### src/assert_macros.svh
// ----------------------------------------------------------------------------
// Assertion macros
// Shared concurrent assertion forms; the using module provides clk and rst.
// ----------------------------------------------------------------------------
`ifndef ASSERT_MACROS_SVH
`define ASSERT_MACROS_SVH

// same-cycle implication, checked out of reset
`define FPP_ASSERT_IMP(lbl, ante, cons) \
  lbl: assert property (@(posedge clk) disable iff (rst) (ante) |-> (cons)) \
    else $error("fpp: same-cycle check failed");

// next-cycle implication, checked out of reset
`define FPP_ASSERT_NEXT(lbl, ante, cons) \
  lbl: assert property (@(posedge clk) disable iff (rst) (ante) |=> (cons)) \
    else $error("fpp: next-cycle check failed");

`endif

### src/fpp_pkg.sv
// ----------------------------------------------------------------------------
// fpp_pkg
// Types and constants of the FIFO page pool with dirty write-back.
// ----------------------------------------------------------------------------
package fpp_pkg;

  // request kinds
  localparam logic [1:0] REQ_GET    = 2'd0;
  localparam logic [1:0] REQ_WRITE  = 2'd1;
  localparam logic [1:0] REQ_RENAME = 2'd2;

  localparam int unsigned REQ_W     = 2;
  localparam int unsigned PAGE_W    = 16;
  localparam int unsigned CNT_W     = 32;
  localparam int unsigned LIMIT_W   = 5;
  localparam logic [LIMIT_W-1:0] LIMIT_RESET = 5'd16;

  typedef enum logic [1:0] {
    ST_IDLE,
    ST_SCAN,
    ST_FINISH
  } state_t;

endpackage

### src/fifo_page_pool_dirty_writeback.sv
// ----------------------------------------------------------------------------
// fifo_page_pool_dirty_writeback
// Page buffer pool with first-in first-out replacement and dirty write-back.
// ----------------------------------------------------------------------------
// Usage:
//   Requests arrive on the s_ stream: s_tuser carries the request kind (get,
//   write, rename), s_tdata the table, page and new table. Every request gives
//   exactly one result on the m_ stream: hit / writeback / direct-write flags
//   in m_tuser, and slot, evicted tag and both running counters in m_tdata.
//   Write the pool limit via cfg_we / cfg_wdata only while idle; not enforced.
// Timing:
//   Entry tags live in one synchronous memory. A request scans the occupied
//   queue from the oldest entry, one read a cycle, and stops on the first live
//   match; rename rewrites entries in place behind the read pointer. At most
//   POOL_DEPTH entries are examined; a rename onto itself or an unused kind
//   skips the scan. The insert or dirty mark is written back in the final
//   cycle.
// Reset:
//   rst empties the pool, clears both counters and sets the limit to 16.
// Stall:
//   The result waits in an output register; the next request is taken the
//   cycle after it loads and scanned meanwhile, and the block holds in its
//   final step until the receiver frees the register.
// ----------------------------------------------------------------------------
`include "assert_macros.svh"

module fifo_page_pool_dirty_writeback #(
  parameter int unsigned POOL_DEPTH    = 16,
  parameter int unsigned TABLE_ID_BITS = 8
) (
  input  logic clk,
  input  logic rst,
  // configuration: pool_limit
  input  logic                            cfg_we,
  input  logic [fpp_pkg::LIMIT_W-1:0]     cfg_wdata,
  // request stream
  input  logic                            s_tvalid,
  output logic                            s_tready,
  // table_id, page_number, new_table_id (lowest first), zero padded
  input  logic [((2 * TABLE_ID_BITS + fpp_pkg::PAGE_W + 7) / 8) * 8 - 1:0] s_tdata,
  // req_type
  input  logic [fpp_pkg::REQ_W-1:0]       s_tuser,
  // result stream
  output logic                            m_tvalid,
  input  logic                            m_tready,
  // slot, evicted_table, evicted_page, reads_total, writes_total (lowest
  // first), zero padded
  output logic [(($clog2(POOL_DEPTH) + TABLE_ID_BITS + fpp_pkg::PAGE_W
                 + 2 * fpp_pkg::CNT_W + 7) / 8) * 8 - 1:0] m_tdata,
  // hit, writeback, direct_write (lowest first)
  output logic [2:0]                      m_tuser
);

  localparam int unsigned T       = TABLE_ID_BITS;
  localparam int unsigned PW      = fpp_pkg::PAGE_W;
  localparam int unsigned CW      = fpp_pkg::CNT_W;
  localparam int unsigned SLOT_W  = $clog2(POOL_DEPTH);
  localparam int unsigned OCC_W   = $clog2(POOL_DEPTH + 1);
  localparam int unsigned CMP_W   = (OCC_W > fpp_pkg::LIMIT_W) ? OCC_W : fpp_pkg::LIMIT_W;
  localparam int unsigned IN_DW   = T + PW + T;
  localparam int unsigned OUT_DW  = SLOT_W + T + PW + CW + CW;
  localparam int unsigned OUT_DB  = ((OUT_DW + 7) / 8) * 8;
  // memory word: deleted, dirty, page, table (lowest first)
  localparam int unsigned W_DEL   = 0;
  localparam int unsigned W_DIRTY = 1;
  localparam int unsigned W_PG_LO = 2;
  localparam int unsigned W_TB_LO = W_PG_LO + PW;
  localparam int unsigned WORD_W  = W_TB_LO + T;

  localparam logic [SLOT_W:0]   DEPTH_X = (SLOT_W + 1)'(POOL_DEPTH);
  localparam logic [CMP_W-1:0]  DEPTH_C = CMP_W'(POOL_DEPTH);

  function automatic logic [SLOT_W-1:0] wrap_slot(input logic [SLOT_W:0] sum);
    logic [SLOT_W:0] red;
    red = (sum >= DEPTH_X) ? (sum - DEPTH_X) : sum;
    return red[SLOT_W-1:0];
  endfunction

  // control state
  fpp_pkg::state_t state, state_next;
  logic [SLOT_W-1:0]          oldest, oldest_next;
  logic [OCC_W-1:0]           occupancy, occupancy_next;
  logic [CW-1:0]              read_counter, read_counter_next;
  logic [CW-1:0]              write_counter, write_counter_next;
  logic [fpp_pkg::LIMIT_W-1:0] pool_limit;
  logic [OCC_W-1:0]           scan_pos;
  logic                       rd_vld, rd_first, found;

  // payload
  logic [fpp_pkg::REQ_W-1:0]  q_req;
  logic [T-1:0]               q_tbl, q_ntbl;
  logic [PW-1:0]              q_pg;
  logic [SLOT_W-1:0]          rd_slot, found_slot;
  logic [WORD_W-1:0]          rd_data, old_word;

  logic [WORD_W-1:0] mem [POOL_DEPTH];

  // handshake and step control
  logic                accept, out_free, fin_go, issue, stop_hit, scan_need;
  logic [SLOT_W-1:0]   rd_addr;
  logic                mem_we;
  logic [SLOT_W-1:0]   mem_waddr;
  logic [WORD_W-1:0]   mem_wdata;

  // fields of the word under compare
  logic [T-1:0]        rd_tbl;
  logic [PW-1:0]       rd_pg;
  logic                cmp_match;

  // result
  logic                res_hit, res_wb, res_direct;
  logic [SLOT_W-1:0]   res_slot, ins_slot;
  logic [T-1:0]        res_evt;
  logic [PW-1:0]       res_evp;
  logic [CMP_W-1:0]    lim_ext, lim_eff;
  logic                evict_need;

  assign accept   = s_tvalid && s_tready;
  assign out_free = !m_tvalid || m_tready;
  assign fin_go   = (state == fpp_pkg::ST_FINISH) && out_free;

  // skip the scan where a request touches no entry
  always_comb begin
    unique case (s_tuser) inside
      fpp_pkg::REQ_GET, fpp_pkg::REQ_WRITE: scan_need = 1'b1;
      fpp_pkg::REQ_RENAME: scan_need = (s_tdata[T-1:0] != s_tdata[IN_DW-1:T+PW]);
      default: scan_need = 1'b0;
    endcase
  end

  assign rd_tbl    = rd_data[W_TB_LO +: T];
  assign rd_pg     = rd_data[W_PG_LO +: PW];
  assign cmp_match = rd_vld && !rd_data[W_DEL] && (rd_tbl == q_tbl) && (rd_pg == q_pg);
  assign stop_hit  = (state == fpp_pkg::ST_SCAN) && (q_req != fpp_pkg::REQ_RENAME) && cmp_match;

  // next state
  always_comb begin
    state_next = state;
    unique case (state)
      fpp_pkg::ST_IDLE: begin
        if (accept) begin
          state_next = scan_need ? fpp_pkg::ST_SCAN : fpp_pkg::ST_FINISH;
        end
      end
      fpp_pkg::ST_SCAN: begin
        if (stop_hit || !(scan_pos < occupancy)) begin
          state_next = fpp_pkg::ST_FINISH;
        end
      end
      fpp_pkg::ST_FINISH: begin
        if (out_free) begin
          state_next = fpp_pkg::ST_IDLE;
        end
      end
      default: state_next = fpp_pkg::ST_IDLE;
    endcase
  end

  // step outputs
  always_comb begin
    s_tready = 1'b0;
    issue    = 1'b0;
    unique case (state)
      fpp_pkg::ST_IDLE:   s_tready = 1'b1;
      fpp_pkg::ST_SCAN:   issue    = (scan_pos < occupancy) && !stop_hit;
      fpp_pkg::ST_FINISH: ;
      default: ;
    endcase
  end

  assign rd_addr = wrap_slot({1'b0, oldest} + (SLOT_W + 1)'(scan_pos));

  // effective limit: zero counts as one, saturate at the pool depth
  always_comb begin
    lim_ext = CMP_W'(pool_limit);
    if (lim_ext == '0) begin
      lim_eff = CMP_W'(1);
    end else if (lim_ext > DEPTH_C) begin
      lim_eff = DEPTH_C;
    end else begin
      lim_eff = lim_ext;
    end
  end

  assign evict_need = CMP_W'(occupancy) >= lim_eff;
  // new tail lands at oldest + occupancy whether or not the head is dropped
  assign ins_slot   = wrap_slot({1'b0, oldest} + (SLOT_W + 1)'(occupancy));

  // result and queue update of the final step
  always_comb begin
    res_hit            = 1'b0;
    res_slot           = '0;
    res_wb             = 1'b0;
    res_evt            = '0;
    res_evp            = '0;
    res_direct         = 1'b0;
    read_counter_next  = read_counter;
    write_counter_next = write_counter;
    oldest_next        = oldest;
    occupancy_next     = occupancy;
    unique case (q_req)
      fpp_pkg::REQ_GET: begin
        if (found) begin
          res_hit  = 1'b1;
          res_slot = found_slot;
        end else begin
          read_counter_next = read_counter + CW'(1);
          res_slot          = ins_slot;
          if (evict_need) begin
            oldest_next = wrap_slot({1'b0, oldest} + (SLOT_W + 1)'(1));
            if (!old_word[W_DEL] && old_word[W_DIRTY]) begin
              res_wb             = 1'b1;
              res_evt            = old_word[W_TB_LO +: T];
              res_evp            = old_word[W_PG_LO +: PW];
              write_counter_next = write_counter + CW'(1);
            end
          end else begin
            occupancy_next = occupancy + OCC_W'(1);
          end
        end
      end
      fpp_pkg::REQ_WRITE: begin
        if (found) begin
          res_hit  = 1'b1;
          res_slot = found_slot;
        end else begin
          res_direct         = 1'b1;
          write_counter_next = write_counter + CW'(1);
        end
      end
      default: ;
    endcase
  end

  // memory writes: rename rewrites behind the read pointer, the final step
  // inserts a clean entry or marks a hit dirty
  always_comb begin
    mem_we    = 1'b0;
    mem_waddr = rd_slot;
    mem_wdata = rd_data;
    if ((state == fpp_pkg::ST_SCAN) && (q_req == fpp_pkg::REQ_RENAME) && rd_vld) begin
      if (rd_tbl == q_ntbl) begin
        mem_we           = 1'b1;
        mem_wdata[W_DEL] = 1'b1;
      end else if (rd_tbl == q_tbl) begin
        mem_we                  = 1'b1;
        mem_wdata[W_TB_LO +: T] = q_ntbl;
      end
    end else if (fin_go && (q_req == fpp_pkg::REQ_GET) && !found) begin
      mem_we    = 1'b1;
      mem_waddr = ins_slot;
      mem_wdata = {q_tbl, q_pg, 1'b0, 1'b0};
    end else if (fin_go && (q_req == fpp_pkg::REQ_WRITE) && found) begin
      mem_we    = 1'b1;
      mem_waddr = found_slot;
      mem_wdata = {q_tbl, q_pg, 1'b1, 1'b0};
    end
  end

  always_ff @(posedge clk) begin
    if (mem_we) begin
      mem[mem_waddr] <= mem_wdata;
    end
    rd_data <= mem[rd_addr];
  end

  // control registers
  always_ff @(posedge clk) begin
    if (rst) begin
      state         <= fpp_pkg::ST_IDLE;
      oldest        <= '0;
      occupancy     <= '0;
      read_counter  <= '0;
      write_counter <= '0;
      pool_limit    <= fpp_pkg::LIMIT_RESET;
      scan_pos      <= '0;
      rd_vld        <= 1'b0;
      rd_first      <= 1'b0;
      found         <= 1'b0;
      m_tvalid      <= 1'b0;
    end else begin
      state    <= state_next;
      rd_vld   <= issue;
      rd_first <= issue && (scan_pos == '0);
      if (cfg_we) begin
        pool_limit <= cfg_wdata;
      end
      if (accept) begin
        scan_pos <= '0;
        found    <= 1'b0;
      end else if (issue) begin
        scan_pos <= scan_pos + OCC_W'(1);
      end
      if (stop_hit) begin
        found <= 1'b1;
      end
      if (fin_go) begin
        oldest        <= oldest_next;
        occupancy     <= occupancy_next;
        read_counter  <= read_counter_next;
        write_counter <= write_counter_next;
        m_tvalid      <= 1'b1;
      end else if (m_tready) begin
        m_tvalid <= 1'b0;
      end
    end
  end

  // payload registers
  always_ff @(posedge clk) begin
    if (accept) begin
      q_req  <= s_tuser;
      q_tbl  <= s_tdata[T-1:0];
      q_pg   <= s_tdata[T+PW-1:T];
      q_ntbl <= s_tdata[IN_DW-1:T+PW];
    end
    rd_slot <= rd_addr;
    if (stop_hit) begin
      found_slot <= rd_slot;
    end
    // hold the head entry for a possible eviction
    if (rd_vld && rd_first) begin
      old_word <= rd_data;
    end
    if (fin_go) begin
      m_tdata <= OUT_DB'({write_counter_next, read_counter_next, res_evp, res_evt, res_slot});
      m_tuser <= {res_direct, res_wb, res_hit};
    end
  end

  `FPP_ASSERT_IMP(a_occ_bound, 1'b1, occupancy <= OCC_W'(POOL_DEPTH))
  `FPP_ASSERT_IMP(a_no_write_idle, mem_we, state != fpp_pkg::ST_IDLE)
  `FPP_ASSERT_NEXT(a_finish_loads, fin_go, m_tvalid && (state == fpp_pkg::ST_IDLE))
  `FPP_ASSERT_IMP(a_rename_no_hit, found, q_req != fpp_pkg::REQ_RENAME)

endmodule

### config.mk
export PLATFORM = sky130hd
export DESIGN_NAME = fifo_page_pool_dirty_writeback
export DESIGN_NICKNAME = d
export VERILOG_FILES = /design/src/fpp_pkg.sv /design/src/fifo_page_pool_dirty_writeback.sv
export VERILOG_INCLUDE_DIRS = /design/src /design/src/src
export SDC_FILE = /design/constraint.sdc
export NUM_CORES = 1
export LEC_CHECK = 0
export BUFFER_PORTS_ARGS = -buffer_cell sky130_fd_sc_hd__buf_2
export CAP_MARGIN = 20
export CORE_MARGIN = 1.5
export CORE_UTILIZATION = 60
export DETAILED_ROUTE_END_ITERATION = 8
export GPL_TIMING_DRIVEN = 0
export PLACE_DENSITY = 0.78
export SLEW_MARGIN = 40
export SYNTH_ARGS = -nofsm -noshare
export SYNTH_HDL_FRONTEND = slang
export SYNTH_SLANG_ARGS = --single-unit
### constraint.sdc
create_clock -name clk -period 7.2 [get_ports clk]
set_clock_uncertainty 0.15 [all_clocks]
set_input_delay 2.16 -clock clk [delete_from_list [all_inputs] [get_ports clk]]
set_output_delay 2.16 -clock clk [all_outputs]
set_load 0.02 [all_outputs]
==> metrics.cfg, run 1 <==
[run_status]
status=finished, final reports clean

[detailed_routing]
viasPerCell=6.16
drtIter0Drc=1819
route.met2.wl_mm=32.6
first_pass_iters=6
routed-wl-met3_mm=5.47
routed_wirelength_mm=65.9
highest_layer=met4
met1_length_mm=25.5
drc=0
detail_route.wl_per_cell_um=24.3
vias=16710
final_antenna_net_count=0

[cts]
cts_tree=yes
cts_max_level=3
cts_resized=0
root_buffer=clkbuf_16
holdBufCountCts=0
cts_buffer_depth=3
clk_latency_ns=0.62
post_cts_buffers=0
clk_pin_slew_worst_paths_ns=0.06
cts_buffers=70
cts.sink_count=694

[min_path]
holdPathEnd=found_slot[3]$_DFFE_PP_
hold_depth=0
hp-start=rd_slot[3]$_DFF_P_
hold_path.class=flip-flop to flip-flop

[critical_path]
crit_type=primary input to flip-flop
r2r-start=q_req[1]$_DFFE_PP_
start_kind=primary input
worstSetupEndpointType=flip-flop
arrival_ns=5.39
r2r_cells=9
worstPathRequired_ns=7.37
critPathMaxFanout=10
worst-r2r-setup-slack_ns=3.03
reg2reg_to=mem[4][14]$_DFFE_PP_

[layout]
n_antenna_cell=0
finish.instance_area_um2=32700
fill_cells=2902
fin_util_pct=70.6
finalNetCount=2115
area_delta_synth_final_pct=16.3
drive_gt1_share_pct=25.1

[yosys]
ys_types=66
synth-edff-count=575
async_reset_ff_share_pct=0
syn_avg_cell_area_um2=16.1
synthTopCellsByArea=edfxtp_1 61%, dfxtp_1 8.5%, mux4_2 8.3%
ys_seq_area_share_pct=69.9
syn-instance-count=1750
synthFlopType=edfxtp_1
syn_area_um2=28100
ys_ff_latch=694
synth_top_area_share_pct=61.4
ys_warn_count=0
yosys.area.top_type=edfxtp_1

[floorplan]
die_y_um=220
start_util_pct=60.7
core_um2=46400
row_count=79
io_pins=145
die-area_um2=48200
die_x_um=220

[sta]
fin_crit_ns=5.22
final.setup.tns_ns=0
setup_slack_ns=1.98
slew_violations=0
slew_headroom_pct=42.0
setup_viol=0
post-route-period-util_pct=72.5
fmax_mhz=192
finalHoldViolations=0
worst_slew_pin_slew_ns=0.864
rsz0062_at_grt=no

[placement]
dp_hpwl_mm=45.3
postPlaceCellArea_um2=30400
io_buffers=139
post-place-ws_ns=1.36
routabilityCongestion=0.927

[global_routing]
grt_pass1_wl_mm=100
grt-ovfl-total=0
grt_pass1_vias=16740
grt_use_total_pct=28.2
antenna_found_initial=0
grt_max_degree=30

[power_and_ir_drop]
vdd_drop_max_mv=0.214
power_density_nw_per_um2=252
leakagePower_nw=11.0

[run]
max_cap_viol_count=0

==> worst max path at each step <==
stage | cells past startpoint | end | from | slack (ns)
final | 10 | mem[4][14]$_DFFE_PP_ | m_tready | 1.98
after global routing | 9 | mem[13][17]$_DFFE_PP_ | m_tready | 1.91
after CTS | 10 | mem[6][14]$_DFFE_PP_ | m_tready | 2.00
after detailed placement | 10 | mem[6][12]$_DFFE_PP_ | m_tready | 1.36
after global placement | 7 | mem[6][13]$_DFFE_PP_ | m_tready | -1.43
after floorplan | 7 | write_counter[24]$_SDFFE_PP0P_ | m_tready | 0.78
==> critical path, stage by stage <==
cell	delay, ns
buf_2	0.11
nor2b_1	0.13
or3_1	0.46
nor3_2	0.67
buf_4	0.40
o21ai_2	0.23
nor3_2	0.52
buf_4	0.26
buf_2	0.23
buf_4	0.21
==> through the flow <==
step / instances / total power, mW / hold slack (ns)
6_report: 2712 / 8.24 / 0.296
5_1_grt: 2712 / 8.46 / 0.326
4_1_cts: 2712 / 8.28 / 0.301
3_5_place_dp: 2583 / 4.73 / 0.289
3_3_place_gp: 2499 / 4.71 / 0.281
2_1_floorplan: 1753 / 4.62 / 0.266
==> per-layer routing <==
layer  vias to the layer above  track usage, %
met4                         0            10.9
met1                      8370            37.7
li1                       7309               -
met3                       164            4.91
met5                         -               0
met2                       867            46.5
==> logic make-up (layout without fill, tap and decap cells) <==
group / after synthesis / count (layout) / synth area share (%)
compound gates: 184 / 184 / 4.38
xor+xnor: 156 / 156 / 4.86
fa+ha+maj: 23 / 23 / 1.08
buf+inv: 115 / 467 / 1.70
flops: 694 / 694 / 69.9
mux: 152 / 152 / 10.1
other cells: 1 / 4 / 0.0133
simple gates: 425 / 425 / 8.01
==> sequential cells by signal, summed over array words and instances (netlist names), 5 cells and up <==
signal	count
occupancy	5
rd_data	26
old_word	26
mem	416
lim_ext	5
q_tbl	8
m_tdata	92
scan_pos	5
write_counter	32
q_pg	16
q_ntbl	8
read_counter	32
==> power by group <==
part,switching [mW],internal (mW),total (mW),leakage (nW)
sequential,0.0261,4.37,4.40,6.14
combinational,0.169,0.0780,0.247,3.71
clock,1.53,2.07,3.59,1.11
==> placed cells by master, fill, tap and decap left out, drive strengths merged, types with 4 or more instances in the layout <==
cell | synthesis | layout
nor4 | 17 | 17
a21o | 13 | 13
xnor2 | 81 | 81
ha | 21 | 21
a21oi | 63 | 63
edfxtp | 575 | 575
clkbuf | 57 | 152
mux2 | 17 | 17
clkinvlp | 0 | 4
nor2 | 108 | 108
a22o | 11 | 11
mux4 | 104 | 104
a211oi | 38 | 38
and3 | 6 | 6
bufinv | 0 | 4
xor2 | 75 | 75
or2 | 4 | 4
nand3 | 32 | 32
nand4 | 27 | 27
a2111oi | 6 | 6
nand2b | 10 | 10
mux2i | 31 | 31
o21ai | 20 | 20
and2 | 31 | 31
nor3 | 47 | 47
conb | 1 | 4
inv | 29 | 30
or4 | 11 | 11
o31ai | 9 | 9
or3 | 16 | 16
nor2b | 34 | 34
dfxtp | 119 | 119
clkinv | 0 | 25
nand2 | 72 | 72
buf | 29 | 252
==> cell type report <==
cell class | count | area [um^2] | share of cell area (%)
clock inverter | 34 | 348 | 1.06
clock buffer | 95 | 1950 | 5.95
buffer | 86 | 378 | 1.16
sequential | 694 | 19600 | 60.1
multi-input combinational | 944 | 8140 | 24.9
tap | 607 | 759 | 2.32
timing repair buffer | 223 | 1390 | 4.24
inverter | 29 | 109 | 0.333
==> cell usage after synthesis, drive strengths merged, types with 31 or more instances <==
library cell / instances
mux2i: 31
clkbuf: 57
nor3: 47
nor2: 108
xnor2: 81
a21oi: 63
nor2b: 34
mux4: 104
xor2: 75
dfxtp: 119
edfxtp: 575
and2: 31
nand3: 32
nand2: 72
a211oi: 38
(Power assumes the default switching activity.)
==> run 2: changes to the inputs <==
==> constraint.sdc (replaced) <==
create_clock -name clk -period 5.3 [get_ports clk]
set_clock_uncertainty 0.15 [all_clocks]
set_input_delay 1.59 -clock clk [delete_from_list [all_inputs] [get_ports clk]]
set_output_delay 1.59 -clock clk [all_outputs]
set_load 0.02 [all_outputs]
==> run 2 against run 1 <==
Against the previous run:
- first-iteration DRC count down 17%
- register-to-register slack worse by 1.7 ns
- sequential power up 36%
- combinational power up 32%
- setup slack worse by 1.1 ns
- non-clock buffer count down 17
- clock power up 33%
- worst hold slack worse by 0.0049 ns
- via count down 0.18%
- global-route usage down 0.72 points
- clock-buffer cell count down 2
- critical path depth unchanged
- largest cell class unchanged
==> metrics.cfg, run 2 (synthesis results as in run 1) <==
[min_path]
holdPathEnd=found_slot[3]$_DFFE_PP_
hold_path.class=flip-flop to flip-flop
hold_depth=0
hp-start=rd_slot[3]$_DFF_P_

[layout]
n_antenna_cell=0
reg_top3=mem (416), m_tdata (92)
finalNetCount=2097
top_register=mem
layout_common_cells=575 x edfxtp_1, 169 x buf_2, 119 x dfxtp_1, 107 x nor2_1, 104 x mux4_2
ff_latch_area_um2=19600
drive_gt1_share_pct=24.3
multi_input_area_um2=8210
final_common_cell=edfxtp_1
area_delta_synth_final_pct=16.0
fill_cells=2893
largest_register_ff_count=416

[floorplan]
die_y_um=220
die_x_um=220
die-area_um2=48200
start_util_pct=60.7
core_um2=46400
row_count=79
io_pins=145

[power_and_ir_drop]
switching_share_pct=20.6
p_seq_share_pct=53.9
power_density_nw_per_um2=340
cellInternalPower_mw=8.80
p_sw_mw=2.29
vdd_drop_max_mv=0.274
p_clk_share_pct=43.2
pwr-share-comb_pct=2.9
leakagePower_nw=10.9

[detailed_routing]
final_antenna_net_count=0
routed_wirelength_mm=64.7
drc=0
detail_route.wl_per_cell_um=24.0
first_pass_iters=8
drtIter0Drc=1515
vias=16680
viasPerCell=6.19

[cts]
cts_tree=yes
cts_buffers=69
post_cts_buffers=0
cts_max_level=3
clk_pin_slew_worst_paths_ns=0.06
clk_latency_ns=0.60
root_buffer=clkbuf_16
cts_resized=0
cts.sink_count=694
cts_buffer_depth=3
holdBufCountCts=0

[sta]
rsz0062_at_grt=no
worst_slew_pin_slew_ns=0.937
fmax_mhz=225
setup_viol=0
slew_headroom_pct=37.6
final.setup.tns_ns=0
holdWs_ns=0.291
finalHoldViolations=0
fin_crit_ns=4.45
slew_violations=0
post-route-period-util_pct=83.9

[placement]
dp_hpwl_mm=44.2
routabilityCongestion=0.917
io_buffers=139

[run_status]
status=finished, final reports clean

[critical_path]
critPathMaxFanout=8
worstSetupEndpointType=flip-flop
r2r-start=oldest[0]$_SDFFE_PP0P_
worst-r2r-setup-slack_ns=1.32
r2r_cells=8
arrival_ns=4.61
crit_type=primary input to flip-flop
reg2reg_to=rd_data[18]$_DFF_P_
worstPathRequired_ns=5.46
start_kind=primary input

[global_routing]
grt_use_total_pct=27.5
grt_max_degree=61
grt-ovfl-total=0
grt_pass1_vias=16512
grt_pass1_wl_mm=97.7
antenna_found_initial=0

[run]
max_cap_viol_count=0

-- run 2: changes by cell type in the layout (fill, tap and decap cells not counted), moves of 4 or more --
cell / before / now
buf_4: 53 / 35
buf_6: 7 / 21
buf_2: 181 / 169
nor3_2: 22 / 13
nor3_4: 1 / 10
inv_6: 0 / 5
clkinv_8: 4 / 0
-- run 2: power groups by stage --
| stage | registers, mW | clock network, mW | logic, mW |
|---|---|---|---|
| 2_1_floorplan | 6.12 | 0 | 0.150 |
| 3_3_place_gp | 6.09 | 0 | 0.304 |
| 5_1_grt | 5.97 | 5.06 | 0.350 |
| 4_1_cts | 5.97 | 4.85 | 0.325 |
| 3_5_place_dp | 6.09 | 0 | 0.323 |
| 6_report | 5.97 | 4.79 | 0.326 |
-- run 2: worst max path at each step --
stage,cells past startpoint,slack [ns],from,end
after floorplan,6,-0.08,m_tready,mem[11][0]$_DFFE_PP_
after global placement,7,-2.98,m_tready,mem[6][12]$_DFFE_PP_
after detailed placement,10,-0.04,m_tready,mem[13][11]$_DFFE_PP_
after CTS,10,0.59,m_tready,mem[13][11]$_DFFE_PP_
after global routing,10,0.61,m_tready,mem[2][9]$_DFFE_PP_
final,10,0.85,m_tready,mem[2][11]$_DFFE_PP_
-- run 2: final cells by class --
class | instances | area share (%)
sequential | 694 | 60.2
multi-input combinational | 944 | 25.2
clock buffer | 93 | 5.79
timing repair buffer | 206 | 3.97
tap | 607 | 2.33
buffer | 86 | 1.19
clock inverter | 35 | 0.974
inverter | 29 | 0.334
-- run 2: worst max-delay path, stage by stage --
cell	delay [ns]
buf_2	0.12
nor2b_1	0.44
nor3_1	0.25
and3_1	0.24
o21ai_0	0.19
nand3_1	0.51
nor3_2	0.57
buf_4	0.24
buf_2	0.22
buf_4	0.20
-- run 2: metrics by stage --
| step | utilization, % | worst slack (ns) | power (mW) | cells | cell area, um^2 |
|---|---|---|---|---|---|
| global route | 70.4 | 0.609 | 11.4 | 2694 | 32600 |
| finish | 70.4 | 0.851 | 11.1 | 2694 | 32600 |
| global placement | 63.9 | -2.98 | 6.39 | 2499 | 29600 |
| detailed placement | 65.5 | -0.0393 | 6.41 | 2566 | 30400 |
| CTS | 70.3 | 0.591 | 11.1 | 2694 | 32600 |
| floorplan | - | -0.0833 | 6.27 | 1753 | 28200 |
-- run 2: layer usage --
metal | GRT usage (%) | vias to the layer above | part of all wire [%]
li1 | - | 7281 | -
met1 | 36.2 | 8447 | 39
met2 | 45.4 | 816 | 50
met3 | 5.15 | 136 | 8.5
met4 | 11.0 | 0 | 3.2
met5 | 0 | - | 0
